$ cat src/sv/dgsp_ram.sv
module dgsp_ram #(
  parameter int DEPTH = 64,
  parameter int WIDTH = 16
) (
  input  logic                     clk,
  input  logic                     we,
  input  logic [$clog2(DEPTH)-1:0] waddr,
  input  logic [WIDTH-1:0]         wdata,
  input  logic [$clog2(DEPTH)-1:0] raddr,
  output logic [WIDTH-1:0]         rdata
);

  logic [WIDTH-1:0] mem [DEPTH];

  always_ff @(posedge clk) begin
    if (we) begin
      mem[waddr] <= wdata;
    end
  end

  always_ff @(posedge clk) begin
    rdata <= mem[raddr];
  end

endmodule

$ cat config.mk
export PLATFORM = sky130hd
export DESIGN_NAME = dgsp_ram
export DESIGN_NICKNAME = d
export VERILOG_FILES = /design/src/sv/dgsp_ram.sv
export SDC_FILE = /design/constraint.sdc
export NUM_CORES = 1
export LEC_CHECK = 0
export ABC_AREA = 1
export BUFFER_PORTS_ARGS = -buffer_cell sky130_fd_sc_hd__buf_2
export CORE_MARGIN = 1
export CORE_UTILIZATION = 25
export CTS_CLUSTER_SIZE = 40
export DETAILED_ROUTE_END_ITERATION = 12
export PLACE_DENSITY = 0.39
export SYNTH_ARGS = -nofsm -noshare
export SYNTH_HDL_FRONTEND = slang
export SYNTH_SLANG_ARGS = --single-unit
$ cat constraint.sdc
create_clock -name clk -period 10.05 [get_ports clk]
set_input_delay 2.01 -clock clk [delete_from_list [all_inputs] [get_ports clk]]
set_output_delay 2.01 -clock clk [all_outputs]
set_load 0.01 [all_outputs]
==> results.cfg <==
[synthesis]
synth-edff-count = 1024
postSynthAreaPerCell_sq_um = 12.0
main_synth_ff_type = sky130_fd_sc_hd__edfxtp_1
post_synth_instance_area_sq_um = 42100
postSynthCellCount = 3517
post_synth_num_cell_types = 16
synth.yosys.seq_area_share_pct = 73.8
synth.top_cells.by_area = sky130_fd_sc_hd__edfxtp_1, sky130_fd_sc_hd__nand2_1, sky130_fd_sc_hd__nand3_1, sky130_fd_sc_hd__buf_2, sky130_fd_sc_hd__buf_6
yosys_warnings = 0
synth_area_leader_cell = sky130_fd_sc_hd__edfxtp_1
synth-async-reset-ratio_pct = 0
postSynthNetCount = 3547
synthMostInstantiatedCell = sky130_fd_sc_hd__nand2_1
post_synth_most_frequent_cells = sky130_fd_sc_hd__nand2_1, sky130_fd_sc_hd__edfxtp_1, sky130_fd_sc_hd__nand3_1
synth_register_bits = 1040
post-synth-top-area-fraction_pct = 73.0

[grt]
grt_antenna_before_repair = 10
wire_length_of_the_first_global_routing_pass_mm = 196
global_route.usage.total_pct = 16.0
grt_pass1_vias = 26000
grt_remaining_overflow = 0
grt_start_max_net_pins = 221

[pwr]
portion_of_total_power_attributed_to_the_clock_network_pct = 43.5
power.net_switching_mw = 2.25
cellLeakagePower_nw = 16.9
internal_power_mw = 7.33
comb_power_share_pct = 6.2
power_density_nw_per_um2 = 198
vdd_ir_drop_max_mv = 0.133
switching_share_pct = 23.5
power.sequential.fraction_pct = 50.3

[floorplanning]
core_area_sq_um = 167000
core.rowCount = 150
floorplan.initialDensity_pct = 25.2
floorplan.die.width_um = 412
pin_count = 46
chipHeight_um = 412
die_area_sq_um = 170000

[clocking]
clock-sinks = 1040
worst_setup_hold_path_clk_slew_ps = 60
cts_tree = built
post_cts_setup_repair_bufs = 0
cts.root.buffer_cell = sky130_fd_sc_hd__clkbuf_16
cts.htree.levels = 3
cts.path.max_buffers = 3
cts_made_buffers = 117
clock_latency_on_the_worst_skew_pair_ps = 730
cts.hold.buffers_added = 0
post_cts.resized_instances = 0

[setup_path]
critical_path_buf_inv_count = 4
crit_type = in -> reg
critPathMaxStageDelay_ps = 590
cp_max_fo = 220
cpMaxStageDelayCell = sky130_fd_sc_hd__buf_12
endpoint_kind = flop
crit_family = buffers and inverters
critPathArrivalTime_ps = 5600
setup.worst_path.start_class = input port
crit_chain = buf_8 > clkinv_16 > buf_12 > buf_4 > nand2_1 > nand3_1 > nand3_1 > nand2_1 > nand2_1 > nand3_1 > nand3_1 > nand2_1
worstPathRequired_ps = 10640

[detailed_routing]
vias = 26700
vias_per_cell = 4.56
routed_antenna_nets = 0
drt-pass1-iter-count = 5
routed_wire_length_per_instance_um = 23.4
detail_route.iter0.violations = 2284
finalWirelength_mm = 137
drc = 0

[sta]
max_slew.worst_pin.slew_ps = 1240
achievable-frequency_mhz = 199
totalNegativeSetupSlack_ps = 0
slew_headroom_pct = 17.3
report.final.hold_viol_count = 0
post-route-period-util_pct = 49.9
finalSetupViolations = 0
rsz_0062_raised_after_global_routing = false
maxSlewViolCount = 0
post-route-worst-setup-slack_ps = 5030
worst_clock_skew_ps = 28.5
finalCriticalPeriod_ps = 5020

[final_layout]
fillCellCount = 17200
syn2layout_area_growth_pct = 14.9
finalNetCount = 3588
layout_cells_sized_above_1_pct = 9.51

[min_path]
hp-class = reg -> reg

[placement]
pre_cts_ws_ps = 4410
io_buffer_count = 45
place.detailed.hpwl_mm = 71.9
globalplace.congestion = 0.763

[run]
drv_cap = 0

[status]
run_status = completed
## cells by family (layout without fill, tap and decap cells)
group	after synthesis	count (layout)	synth area share, %
flip-flops	1040	1040	73.8
other	0	7	0
buffers and inverters	237	378	3.54
AND/OR/NAND/NOR	2240	2240	22.7
## power groups by stage
stage               combinational, mW  sequential, mW  clock (mW)
floorplan                       0.321            4.91           0
global placement                0.612            4.91           0
detailed placement              0.610            4.91           0
CTS                             0.611            4.82        4.27
global route                    0.652            4.82        4.42
finish                          0.594            4.82        4.17
## layer usage
metal  track usage, %  part of all wire (%)  vias up  wire, um
li1                 -                     -    12500         -
met5                0                0.0095        -        13
met2             25.4                    46      573     63300
met3             2.20                   4.0      162      5540
met4             4.01                   2.2        2      3030
met1             22.8                    48    13500     65300
## final timing paths
path | startpoint | to | slack (ps) | depth (start not counted)
hold reg to reg | mem[24][0]$_DFFE_PP_ | rdata[0]$_DFF_P_ | 810 | 8
hold / removal | mem[24][0]$_DFFE_PP_ | rdata[0]$_DFF_P_ | 810 | 8
setup / recovery | raddr[0] | rdata[6]$_DFF_P_ | 5030 | 12
setup reg to reg | mem[54][12]$_DFFE_PP_ | rdata[12]$_DFF_P_ | 8320 | 8
## layout make-up
class	instances	area, sq um	area share [%]
multi-input combinational	2240	9680	20.0
sequential	1040	31100	64.2
clock inverter	58	413	0.854
tap	2204	2760	5.70
inverter	12	83.8	0.173
timing repair buffer	147	1050	2.18
antenna	7	17.5	0.0362
clock buffer	161	3290	6.80
## registers in the layout, summed over array words and instances (netlist names)
name and cells:
rdata 16, mem 1024
## per-stage QoR
stage	area [sq um]	std cells	total power [mW]	hold slack, ps	util, %
finish	48400	5869	9.58	807	28.9
global route	48300	5862	9.89	879	28.9
CTS	48300	5862	9.71	815	28.9
detailed placement	44600	5643	5.52	803	26.7
global placement	44600	5643	5.52	785	26.7
floorplan	42100	3517	5.23	722	-
## worst reg2reg max path, cell delays in order (launching register included)
cell	delay, ps
sky130_fd_sc_hd__edfxtp_1	360
sky130_fd_sc_hd__nand2_1	80
sky130_fd_sc_hd__nand3_1	140
sky130_fd_sc_hd__nand3_1	130
sky130_fd_sc_hd__nand2_1	70
sky130_fd_sc_hd__nand2_1	70
sky130_fd_sc_hd__nand3_1	260
sky130_fd_sc_hd__nand3_1	410
sky130_fd_sc_hd__nand2_1	80
## cell usage in the layout, fill, tap and decap left out
cell	netlist	final
sky130_fd_sc_hd__clkbuf_1	26	30
sky130_fd_sc_hd__clkinv_4	0	2
sky130_fd_sc_hd__bufinv_16	0	5
sky130_fd_sc_hd__inv_2	2	1
sky130_fd_sc_hd__buf_4	19	99
sky130_fd_sc_hd__diode_2	0	7
sky130_fd_sc_hd__clkbuf_16	0	122
sky130_fd_sc_hd__clkinvlp_4	0	1
sky130_fd_sc_hd__buf_8	1	2
sky130_fd_sc_hd__inv_6	0	2
sky130_fd_sc_hd__nand4_1	9	9
sky130_fd_sc_hd__buf_2	113	42
sky130_fd_sc_hd__clkinv_1	0	34
sky130_fd_sc_hd__nor2_2	0	34
sky130_fd_sc_hd__nor4_2	0	8
sky130_fd_sc_hd__buf_12	0	3
sky130_fd_sc_hd__dfxtp_1	16	16
sky130_fd_sc_hd__nand3_1	871	871
sky130_fd_sc_hd__clkinv_8	0	1
sky130_fd_sc_hd__edfxtp_1	1024	1024
sky130_fd_sc_hd__inv_1	9	8
sky130_fd_sc_hd__nand2_1	1296	1296
sky130_fd_sc_hd__clkbuf_8	0	9
sky130_fd_sc_hd__inv_16	0	1
sky130_fd_sc_hd__nor2_1	56	22
sky130_fd_sc_hd__clkinv_16	0	1
sky130_fd_sc_hd__buf_6	49	1
sky130_fd_sc_hd__inv_8	1	1
sky130_fd_sc_hd__clkinv_2	0	13
No activity file was read; power rests on OpenSTA's default activity.
