## config.mk

```make
export PLATFORM = sky130hd
export DESIGN_NAME = dgsp_relax
export DESIGN_NICKNAME = d
export VERILOG_FILES = /design/src/sv/dgsp_pkg.sv /design/src/sv/dgsp_relax.sv
export SDC_FILE = /design/constraint.sdc
export NUM_CORES = 1
export LEC_CHECK = 0
export ABC_AREA = 0
export BUFFER_PORTS_ARGS = -buffer_cell sky130_fd_sc_hd__buf_2
export CAP_MARGIN = 20
export CORE_MARGIN = 8
export CORE_UTILIZATION = 53
export CTS_BUF_LIST = sky130_fd_sc_hd__clkbuf_4
export CTS_CLUSTER_SIZE = 8
export DETAILED_ROUTE_END_ITERATION = 10
export PLACE_DENSITY = 0.81
export SYNTH_ARGS = -nofsm -noshare
export SYNTH_HDL_FRONTEND = slang
export SYNTH_SLANG_ARGS = --single-unit
```

## constraint.sdc

```tcl
create_clock -name clk -period 9.8 [get_ports clk]
set_clock_uncertainty 0.1 [all_clocks]
set_input_delay 0.49 -clock clk [delete_from_list [all_inputs] [get_ports clk]]
set_output_delay 0.49 -clock clk [all_outputs]
set_load 0.01 [all_outputs]
```

## src/sv/dgsp_pkg.sv

```systemverilog
package dgsp_pkg;

  localparam int DIST_BITS = 22;
  localparam int KEY_BITS = 24;
  localparam int COUNT_BITS = 7;
  localparam int SOURCE_BITS = 6;
  localparam int END_BITS = 6;
  localparam int IN_WEIGHT_BITS = 16;
  localparam int OUT_INDEX_BITS = 6;

  localparam logic [DIST_BITS-1:0] DIST_MAX = 22'h3F_FFFF;
  localparam logic [KEY_BITS-1:0] KEY_UNREACHED = 24'h80_0000;
  localparam logic [COUNT_BITS-1:0] NODE_COUNT_RESET = 7'd64;
  localparam logic [SOURCE_BITS-1:0] SOURCE_RESET = 6'd0;

  localparam logic [1:0] FUNC_CLEAR = 2'd0;
  localparam logic [1:0] FUNC_EDGE = 2'd1;
  localparam logic [1:0] FUNC_RUN = 2'd2;

  localparam logic CFG_NODE_COUNT = 1'b0;
  localparam logic CFG_SOURCE_NODE = 1'b1;

  typedef enum logic [7:0] {
    ST_CLEAR   = 8'b0000_0001,
    ST_IDLE    = 8'b0000_0010,
    ST_EDGE2   = 8'b0000_0100,
    ST_INIT    = 8'b0000_1000,
    ST_SCAN    = 8'b0001_0000,
    ST_DRAIN   = 8'b0010_0000,
    ST_EMIT_RD = 8'b0100_0000,
    ST_EMIT_LD = 8'b1000_0000
  } state_t;

  typedef struct packed {
    logic settled;
    logic reached;
    logic [DIST_BITS-1:0] path_len;
  } dist_word_t;

  typedef struct packed {
    logic valid;
    logic first;
  } scan_ctl_t;

endpackage

```

## src/sv/dgsp_relax.sv

```systemverilog
module dgsp_relax #(
  parameter int MAX_NODES = 64,
  parameter int WEIGHT_BITS = 16
) (
  input  logic                                clk,
  input  logic                                rst,
  input  dgsp_pkg::scan_ctl_t                 issue,
  input  logic [$clog2(MAX_NODES)-1:0]        issue_v,
  input  logic [$clog2(MAX_NODES)-1:0]        u_idx,
  input  logic [dgsp_pkg::KEY_BITS-1:0]       u_key,
  input  dgsp_pkg::dist_word_t                rd_word,
  input  logic [WEIGHT_BITS-1:0]              rd_weight,
  output logic                                wr_en,
  output logic [$clog2(MAX_NODES)-1:0]        wr_addr,
  output dgsp_pkg::dist_word_t                wr_word,
  output logic                                busy,
  output logic [$clog2(MAX_NODES)-1:0]        pick_idx,
  output logic [dgsp_pkg::KEY_BITS-1:0]       pick_key
);

  localparam int NODE_BITS = $clog2(MAX_NODES);
  localparam int SUM_BITS =
    (WEIGHT_BITS > dgsp_pkg::DIST_BITS ? WEIGHT_BITS : dgsp_pkg::DIST_BITS) + 1;

  dgsp_pkg::scan_ctl_t s1_ctl;
  logic [NODE_BITS-1:0] s1_v;
  dgsp_pkg::scan_ctl_t s2_ctl;
  logic [NODE_BITS-1:0] s2_v;
  dgsp_pkg::dist_word_t s2_word;
  logic [dgsp_pkg::KEY_BITS-1:0] best_key;
  logic [NODE_BITS-1:0] best_idx;

  logic [SUM_BITS-1:0] sum;
  logic [dgsp_pkg::DIST_BITS-1:0] sat;
  logic is_u;
  logic relax_ok;
  logic better;
  dgsp_pkg::dist_word_t new_word;
  logic cand;
  logic [dgsp_pkg::KEY_BITS-1:0] cand_key;
  logic [dgsp_pkg::KEY_BITS-1:0] base_key;

  // stage 1: relax against the node being settled, and mark that node settled
  always_comb begin
    sum = SUM_BITS'(u_key[dgsp_pkg::DIST_BITS-1:0]) + SUM_BITS'(rd_weight);
    sat = (sum > SUM_BITS'(dgsp_pkg::DIST_MAX)) ? dgsp_pkg::DIST_MAX
                                                : sum[dgsp_pkg::DIST_BITS-1:0];
    is_u = (s1_v == u_idx);
    relax_ok = !u_key[dgsp_pkg::KEY_BITS-1] && !rd_word.settled && !is_u &&
               (rd_weight != '0);
    better = !rd_word.reached || (sat < rd_word.path_len);
    new_word = rd_word;
    if (is_u) begin
      new_word.settled = 1'b1;
    end
    if (relax_ok && better) begin
      new_word.reached = 1'b1;
      new_word.path_len = sat;
    end
  end

  assign wr_en = s1_ctl.valid && (is_u || (relax_ok && better));
  assign wr_addr = s1_v;
  assign wr_word = new_word;

  // stage 2: minimum search, ties to the highest index
  always_comb begin
    cand = s2_ctl.valid && !s2_word.settled;
    cand_key = s2_word.reached ? dgsp_pkg::KEY_BITS'(s2_word.path_len)
                               : dgsp_pkg::KEY_UNREACHED;
    base_key = s2_ctl.first ? '1 : best_key;
  end

  always_ff @(posedge clk) begin
    if (rst) begin
      s1_ctl <= '0;
      s2_ctl <= '0;
    end else begin
      s1_ctl <= issue;
      s2_ctl <= s1_ctl;
    end
  end

  always_ff @(posedge clk) begin
    s1_v <= issue_v;
    s2_v <= s1_v;
    s2_word <= new_word;
    if (cand && cand_key <= base_key) begin
      best_key <= cand_key;
      best_idx <= s2_v;
    end else if (s2_ctl.valid && s2_ctl.first) begin
      best_key <= '1;
    end
  end

  assign busy = s1_ctl.valid || s2_ctl.valid;
  assign pick_idx = best_idx;
  assign pick_key = best_key;

endmodule

```

==> run_results.csv, run 1 <==
group,metric,value,unit
status,outcome,"completed",
power_and_ir_drop,powerDensity,131,nW/um^2
place,io_buffers,140,
power_and_ir_drop,power,732,uW
clock_tree,post_cts_buffers,0,
clock_tree,clk_pin_slew,0.12,ns
sta,timing.final.crit_period,6.02,ns
clock_tree,clock_path_buffers,2,
worst_hold_path,hp-class,"in2reg",
critical_path,cp.required,9.21,ns
detailed_routing,drc,0,
floorplanning,fp.dieW,110,um
clock_tree,ctsResizeCount,0,
yosys,yosys-top-cells-count,"ha_1, dfxtp_1, nor2_1",
clock_tree,clock_tree.root_cell,"clkbuf_4",
place,dp_hpwl,10.4,mm
place,pre_cts_slack,3.47,ns
floorplanning,row_count,34,
yosys,synth_top_area_share,0.192,
clock_tree,cts_max_level,3,
global_routing,grt_pass1_vias,4336,
critical_path,path_max_fanout,19,
place,gp_congestion,0.982,
yosys,yosys_most_used_dff,"dfxtp_1",
floorplanning,die_y,110,um
sta,worst_slack,3.78,ns
sta,finalSetupTns,0,ns
floorplanning,coreArea,8640,sq um
sta,tightestPinTransition,1.08,ns
clock_tree,clk-insertion-delay-late,0.42,ns
critical_path,arrival,5.43,ns
critical_path,cpMaxStageDelayCell,"nand3_1",
yosys,syn_nets,638,
yosys,ys_top_cells_by_area,"edfxtp_1, dfxtp_1, ha_1",
finish,final_layout_size_suffix_gt1_frac,0.303,
finish,final_area,5610,sq um
detailed_routing,vias,4203,
yosys,syn_area,4690,sq um
detailed_routing,drt_iter0_markers,215,
yosys,syn_avg_cell_area,9.44,sq um
critical_path,crit_chain,"buf_2 -> ha_1 -> fa_1 -> a211oi_1 -> o21ai_0 -> nand2_1 -> o221ai_2 -> nand3_1 -> o21ai_0 -> ha_1 -> nand4_1 -> or2_2 -> nor4_1 -> nand2_1 -> o211ai_2 -> buf_8 -> mux2_2 -> buf_2",
global_routing,grt_pass1_wl,20.5,mm
yosys,async_reset_ff_frac,0,
sta,timing.final.crit_share,0.614,
sta,setup_viol,0,
finish,fin_nets,776,
sta,rsz0062_at_grt,"false",
power_and_ir_drop,p_leak,0.00263,uW
clock_tree,holdBufCountCts,0,
finish,num_antenna_cells,0,
yosys,ys_seq_elements,70,
finish,multiInputGateArea,2790,sq um
yosys,yosys.area.top_type,"edfxtp_1",
finish,area_delta_synth_final,19.6,%
flow_run,max_cap_viol_count,0,
sta,hold_violations,0,
clock_tree,cts_tree,"built",
sta,relSlewSlack,0.281,
yosys,yosysSeqAreaShare,0.363,
yosys,synth_edf_count,30,
sta,maxSlewViolCount,0,
global_routing,grtUsageTotal,0.215,
place,placed_area,5450,sq um
global_routing,antenna_found_initial,0,
yosys,yosysUniqueCellTypes,52,
finish,fillers,748,
floorplanning,start_util,0.543,
finish,regArea,1700,sq um
global_routing,grt_max_degree,27,
critical_path,startpoint_type,"primary input",
power_and_ir_drop,ir_worst_vdd,46.1,uV
global_routing,globalRouteOverflowTotal,0,
detailed_routing,vias_per_cell,5.62,
critical_path,critPathKind,"in2out",
floorplanning,ioPinCount,142,
clock_tree,cts.sinks,70,
yosys,yosysMostFrequentCell,"ha_1",
detailed_routing,routedWlPerCell,17.2,um
clock_tree,cts_buffers,9,
critical_path,slowest_delay,0.51,ns
critical_path,endpoint_kind,"output port",
detailed_routing,ant_nets,0,
detailed_routing,first_pass_iters,5,
floorplanning,fp.dieArea,12100,sq um
detailed_routing,wl,12.9,mm
sta,fmax,0.166,GHz
yosys,synth_cells,497,
yosys,ys_warn_count,0,
[critical path, delay by kind of cell]
kind            cells  cell delay, ns
compound gates      5            1.56
simple gates        6            1.47
fa+ha+maj           3            1.03
buf+inv             3            0.49
mux                 1            0.38
[routing by layer]
metal / part of all wire / track usage / routed length, um
met3: 0.061 / 0.0442 / 780
met1: 0.42 / 0.262 / 5350
met5: 0 / 0 / 0
met2: 0.49 / 0.356 / 6350
met4: 0.030 / 0.102 / 383
[final timing paths]
check / startpoint / end / slack, ns / cells past startpoint
worst min register to register: s2_v[3] / pick_idx[3] / 0.30 / 0
worst min-delay path: issue_v[3] / wr_addr[3] / 0.07 / 1
worst max-delay path: u_key[0] / wr_word[13] / 3.78 / 18
worst max register to register: s2_ctl[0] / pick_key[1] / 5.71 / 9
[layout by cell type, fill, tap and decap left out, types with 2 or more instances in the layout]
cell type    n
xor2_1       9
nand2_1     33
nand2b_1     3
buf_4        2
a211o_1      2
a211oi_1     3
nor2b_1      9
buf_2      140
dfxtp_1     40
a21oi_1     25
nand3_1     21
nand3b_1    20
clkbuf_4     9
nor4_1       6
inv_6        2
a31oi_1      3
ha_1        60
o21ai_1      2
inv_1       29
nor2_1      38
nand4_1     11
o21bai_1     2
xnor2_1      8
or2_2        5
mux2_2      23
a21o_1       9
and2_1      22
and3_1       4
a31o_2       3
and4_1       3
o21a_1       4
edfxtp_1    30
o211ai_1     2
o21ai_0     26
nor3_1       9
[logic make-up (layout without fill, tap and decap cells)]
family          after synthesis  after routing  share of synthesized area
buf+inv                      45            188                     0.0416
xor+xnor                     17             17                     0.0318
simple gates                187            187                      0.211
compound gates               92             92                      0.128
fa+ha+maj                    61             61                      0.164
mux                          25             25                     0.0606
flops                        70             70                      0.363
[stage by stage]
stage / std cells / hold WS, ns / util
after floorplan: 497 / 0.286 / -
after detailed placement: 731 / 0.282 / 0.632
after global routing: 748 / 0.0274 / 0.650
final: 748 / 0.0668 / 0.650
after global placement: 731 / 0.275 / 0.632
after CTS: 747 / 0.0399 / 0.648
[area by class of cell]
class | instances | area share
multi-input combinational | 382 | 0.498
sequential | 70 | 0.303
timing repair buffer | 143 | 0.130
tap | 108 | 0.0241
inverter | 29 | 0.0194
clock inverter | 7 | 0.0129
clock buffer | 9 | 0.0120
[where the power goes]
group	internal (uW)	switching, uW	total [uW]
sequential	319	7.71	327
clock	78.6	105	184
combinational	97.8	123	221
total	496	236	732
[state kept, by name, summed over array words and instances, names as in the netlist]
name / flops
pick_key: 24
s2_word: 24
pick_idx: 6
s2_v: 6
wr_addr: 6
s1_ctl: 2
s2_ctl: 2
Note: power is estimated with default switching activity, not from simulation.
==> run 2, diff against run 1 <==
Clock period 9.8 ns to 5.8 ns, I/O delays scaled along.
==> run 2 against run 1 <==
Non-clock buffer count grew 11. Power is 69% higher. Clock power rose by 66%. Global-route usage down 0.18 points. Count of clock-buffer cells in the layout did not move. Sequential cell count unchanged. Die area did not move. Via count is 1.9% higher. Worst setup slack lost 3.0 ns. Sequential share of layout area shrank 0.51 points.
==> run_results.csv, run 2 (synthesis results as in run 1) <==
group,metric,value,unit
finish,final_layout_size_suffix_gt1_frac,0.301,
power_and_ir_drop,clkPwrFrac,0.248,
sta,finalSetupTns,0,ns
floorplanning,ioPinCount,142,
detailed_routing,drc,0,
sta,tightestPinTransition,1.04,ns
critical_path,endpoint_kind,"output port",
power_and_ir_drop,p_switching,395,uW
place,io_buffers,140,
sta,hold_violations,0,
detailed_routing,routedWlPerCell,16.8,um
global_routing,grt_pass1_vias,4324,
status,outcome,"completed",
sta,maxSlewViolCount,0,
critical_path,r2r-end,"pick_key[7]",
floorplanning,fp.dieArea,12100,sq um
power_and_ir_drop,ir_worst_vdd,130,uV
finish,final_area,5700,sq um
critical_path,reg2reg_slack,1.70,ns
worst_hold_path,hold_start,"rd_word[18]",
finish,fin_nets,787,
worst_hold_path,hp-class,"in2reg",
clock_tree,holdBufCountCts,9,
critical_path,r2r-start,"s2_ctl[0]",
critical_path,reg2reg_depth,10,
sta,relSlewSlack,0.307,
sta,setup_viol,0,
critical_path,cp.required,5.41,ns
finish,final_cell_mix,"buf_2, ha_1, dfxtp_1",
detailed_routing,ant_nets,0,
worst_hold_path,hold_depth,2,
finish,area_delta_synth_final,21.6,%
floorplanning,die_y,110,um
critical_path,path_max_fanout,17,
clock_tree,cts.sinks,70,
finish,final_common_cell,"buf_2",
detailed_routing,vias_per_cell,5.64,
sta,timing.final.crit_period,4.97,ns
floorplanning,coreArea,8640,sq um
clock_tree,ctsResizeCount,0,
detailed_routing,wl,12.7,mm
global_routing,globalRouteOverflowTotal,0,
power_and_ir_drop,powerDensity,217,nW/um^2
clock_tree,cts_tree,"built",
critical_path,startpoint_type,"primary input",
floorplanning,start_util,0.543,
clock_tree,clk_pin_slew,0.11,ns
sta,timing.final.crit_share,0.857,
power_and_ir_drop,p_leak,0.00266,uW
sta,fmax,0.201,GHz
global_routing,grtUsageTotal,0.213,
detailed_routing,drt_iter0_markers,228,
place,gp_congestion,0.949,
clock_tree,clock_path_buffers,2,
place,placed_area,5480,sq um
detailed_routing,first_pass_iters,4,
global_routing,grt_pass1_wl,20.5,mm
sta,rsz0062_at_grt,"false",
finish,fillers,718,
flow_run,max_cap_viol_count,0,
clock_tree,clock_tree.root_cell,"clkbuf_4",
clock_tree,clk-insertion-delay-late,0.40,ns
clock_tree,cts_max_level,3,
finish,num_antenna_cells,0,
clock_tree,cts_buffers,9,
global_routing,grt_max_degree,27,
critical_path,arrival,4.58,ns
place,dp_hpwl,10.3,mm
floorplanning,row_count,34,
power_and_ir_drop,seqPwrFrac,0.447,
power_and_ir_drop,p_sw_frac,0.319,
critical_path,critPathKind,"in2out",
power_and_ir_drop,p_int,841,uW
power_and_ir_drop,pwr-share-comb,0.304,
detailed_routing,vias,4282,
clock_tree,post_cts_buffers,0,
global_routing,antenna_found_initial,0,
floorplanning,fp.dieW,110,um
worst_hold_path,min_to,"s2_word[18]",
==> run 2: layer usage <==
metal  part of all wire  track usage  vias up
met4              0.035       0.0945        0
met3              0.057       0.0407       34
li1                   -            -     2098
met1               0.43        0.270     1985
met2               0.48        0.346      165
met5                  0            0        -
==> run 2: layout make-up <==
| type | instances | area (sq um) | share of cell area |
|---|---|---|---|
| timing repair buffer | 154 | 828 | 0.145 |
| clock inverter | 7 | 70.1 | 0.0123 |
| multi-input combinational | 382 | 2790 | 0.490 |
| clock buffer | 9 | 67.6 | 0.0118 |
| sequential | 70 | 1700 | 0.298 |
| tap | 108 | 135 | 0.0237 |
| inverter | 29 | 109 | 0.0191 |
==> run 2: power groups by stage <==
| stage | Combinational [uW] | Sequential (uW) | Clock, uW |
|---|---|---|---|
| global route | 420 | 557 | 339 |
| finish | 376 | 553 | 306 |
| floorplan | 250 | 560 | 0 |
| CTS | 373 | 553 | 313 |
| detailed placement | 365 | 564 | 0 |
| global placement | 352 | 562 | 0 |
==> run 2: worst max-delay path, stage by stage <==
cell and delay (ns):
buf_2 0.10, ha_1 0.22, fa_1 0.43, a211oi_1 0.36, o21ai_0 0.21, nand2_1 0.14, o221ai_2 0.17, nand3_1 0.17
buf_4 0.22, o21ai_0 0.15, ha_1 0.32, nand4_1 0.09, or2_2 0.31, nor4_1 0.31, nand2_1 0.12, o211ai_2 0.17
buf_4 0.25, mux2_2 0.39, buf_2 0.15
==> run 2: per-stage QoR <==
step	cells	power (uW)	setup slack, ns	utilization	hold WS (ns)
after floorplan	497	810	1.50	-	0.218
after global placement	734	915	0.971	0.634	0.274
after detailed placement	734	929	0.891	0.634	0.273
after CTS	759	1240	0.873	0.661	0.0329
after global routing	759	1320	0.478	0.661	0.0121
final	759	1240	0.828	0.661	0.0534
==> run 2: how the worst max path moves through the flow <==
| stage | start | depth (start not counted) | end |
|---|---|---|---|
| after floorplan | u_key[0] | 17 | wr_word[13] |
| after global placement | u_key[0] | 19 | wr_word[11] |
| after detailed placement | u_key[0] | 19 | wr_word[0] |
| after CTS | u_key[0] | 19 | wr_word[0] |
| after global routing | u_key[0] | 19 | wr_word[6] |
| final | u_key[0] | 19 | wr_word[12] |
==> run 3, diff against run 2 <==
Settings changed: BUFFER_PORTS_ARGS -buffer_cell sky130_fd_sc_hd__buf_2 to default, DONT_BUFFER_PORTS from default to 1, PLACE_DENSITY 0.81 to 0.67.
==> run 3 against run 2 <==
Worst setup slack worse by 0.14 ns. Design area shrank 8.2%. Worst hold slack got worse by 0.0083 ns. Largest power group unchanged. Final cell count shrank 16%. Combinational power decreased by 13%. Clock power grew 20%. Die area stayed put. Utilization fell by 5.4 points.
==> run_results.csv, run 3 (synthesis results as in run 1) <==
group,metric,value,unit
status,outcome,"completed",
clock_tree,cts_tree,"built",
sta,maxSlewViolCount,0,
clock_tree,ctsResizeCount,0,
critical_path,crit_chain,"ha_1 -> fa_1 -> a211oi_1 -> o21ai_0 -> nand2_1 -> o221ai_2 -> nand3_1 -> o21ai_0 -> ha_1 -> a211oi_1 -> o21ai_0 -> o211ai_1 -> a21oi_1 -> o31ai_1 -> o211ai_2 -> buf_4 -> a21boi_0",
detailed_routing,drt_iter0_markers,187,
finish,post-route-util,0.607,
finish,final_layout_size_suffix_gt1_frac,0.104,
sta,worst_slack,0.687,ns
place,io_buffers,0,
sta,rsz0062_at_grt,"false",
floorplanning,die_y,110,um
critical_path,path_max_fanout,23,
finish,final_common_cell,"ha_1",
flow_run,max_cap_viol_count,0,
clock_tree,clk-insertion-delay-late,0.41,ns
finish,final_cell_mix,"ha_1, dfxtp_1, nor2_1",
clock_tree,holdBufCountCts,30,
critical_path,cpMaxStageDelayCell,"nand3_1",
sta,finalSetupTns,0,ns
critical_path,endpoint_kind,"output port",
global_routing,grt_pass1_vias,3730,
clock_tree,clock_tree.root_cell,"clkbuf_4",
detailed_routing,vias,3732,
global_routing,grtUsageTotal,0.199,
sta,setup_viol,0,
sta,relSlewSlack,0.291,
critical_path,cp.required,5.41,ns
critical_path,arrival,4.72,ns
critical_path,critPathKind,"in2out",
floorplanning,coreArea,8640,sq um
detailed_routing,first_pass_iters,5,
power_and_ir_drop,powerDensity,239,nW/um^2
clock_tree,clk_pin_slew,0.10,ns
detailed_routing,ant_nets,0,
floorplanning,row_count,34,
clock_tree,clock_path_buffers,2,
power_and_ir_drop,power,1250,uW
clock_tree,cts.sinks,70,
place,gp_congestion,0.904,
critical_path,crit_top_cell,"o21ai_0",
clock_tree,cts_max_level,3,
detailed_routing,wl,12.3,mm
power_and_ir_drop,ir_worst_vdd,111,uV
global_routing,grtUsageMet2,0.334,
floorplanning,fp.dieW,110,um
global_routing,grt_pass1_wl,18.8,mm
sta,timing.final.crit_period,5.11,ns
global_routing,grt.busiest_layer,"met2",
place,dp_hpwl,9.55,mm
global_routing,grt_use_met1,0.227,
power_and_ir_drop,p_leak,0.00222,uW
sta,tightestPinTransition,1.06,ns
worst_hold_path,hp-class,"in2reg",
sta,timing.final.crit_share,0.881,
detailed_routing,vias_per_cell,5.84,
global_routing,use_met3,0.0605,
finish,num_antenna_cells,0,
clock_tree,cts_buffers,9,
detailed_routing,routedWlPerCell,19.2,um
critical_path,slowest_delay,0.51,ns
clock_tree,post_cts_buffers,0,
global_routing,globalRouteOverflowTotal,0,
floorplanning,fp.dieArea,12100,sq um
critical_path,startpoint_type,"primary input",
finish,area_delta_synth_final,11.7,%
detailed_routing,drc,0,
sta,fmax,0.196,GHz
finish,fin_nets,667,
global_routing,grt_max_degree,27,
floorplanning,start_util,0.543,
global_routing,antenna_found_initial,0,
floorplanning,ioPinCount,142,
place,pre_cts_slack,0.698,ns
sta,hold_violations,0,
==> run 3: cell types whose count changed in the layout (fill, tap and decap cells not counted), sizes merged <==
cell and change:
clkinv -1, bufinv +1, inv -1, clkbuf +1
dlygate4sd3 +22, buf -142
==> run 3: metal layers <==
metal	vias to the layer above	wire length (um)
met5	-	0
met4	0	375
met1	1718	4940
met3	29	856
met2	128	6100
li1	1857	-
==> run 3: final timing paths <==
check	startpoint	to	slack, ns	depth (start not counted)
max	u_key[0]	wr_en	0.69	17
min	rd_word[21]	s2_word[21]	0.05	1
max reg2reg	s2_ctl[0]	pick_key[9]	1.84	9
min reg2reg	s2_v[4]	pick_idx[4]	0.32	0
==> run 3: through the flow <==
step           hold WS [ns]  cell area, sq um  instances
6_report             0.0451              5240        639
5_1_grt              0.0128              5240        639
4_1_cts            0.000606              5230        638
3_5_place_dp          0.218              4760        592
3_3_place_gp          0.218              4760        592
2_1_floorplan         0.218              4690        497
==> run 3: final cells by class <==
class                      instances  area (sq um)
fill                             743          3400
multi-input combinational        382          2790
sequential                        70          1700
timing repair buffer              34           333
tap                              108           135
inverter                          29           109
clock inverter                     6          92.6
clock buffer                      10          75.1
==> run 3: power by group <==
group / internal [uW] / leakage, uW / total (uW) / switching [uW]
logic: 145 / 0.00155 / 329 / 184
registers: 540 / 0.000586 / 557 / 17.1
clock network: 183 / 0.0000836 / 368 / 186
==> run 3: critical path: cells and delay by family <==
| family | cells | cell delay, ns |
|---|---|---|
| AOI/OAI and AO/OA | 11 | 2.54 |
| adders and majority gates | 3 | 1.00 |
| buffers and inverters | 1 | 0.25 |
| and+or+nand+nor | 2 | 0.64 |
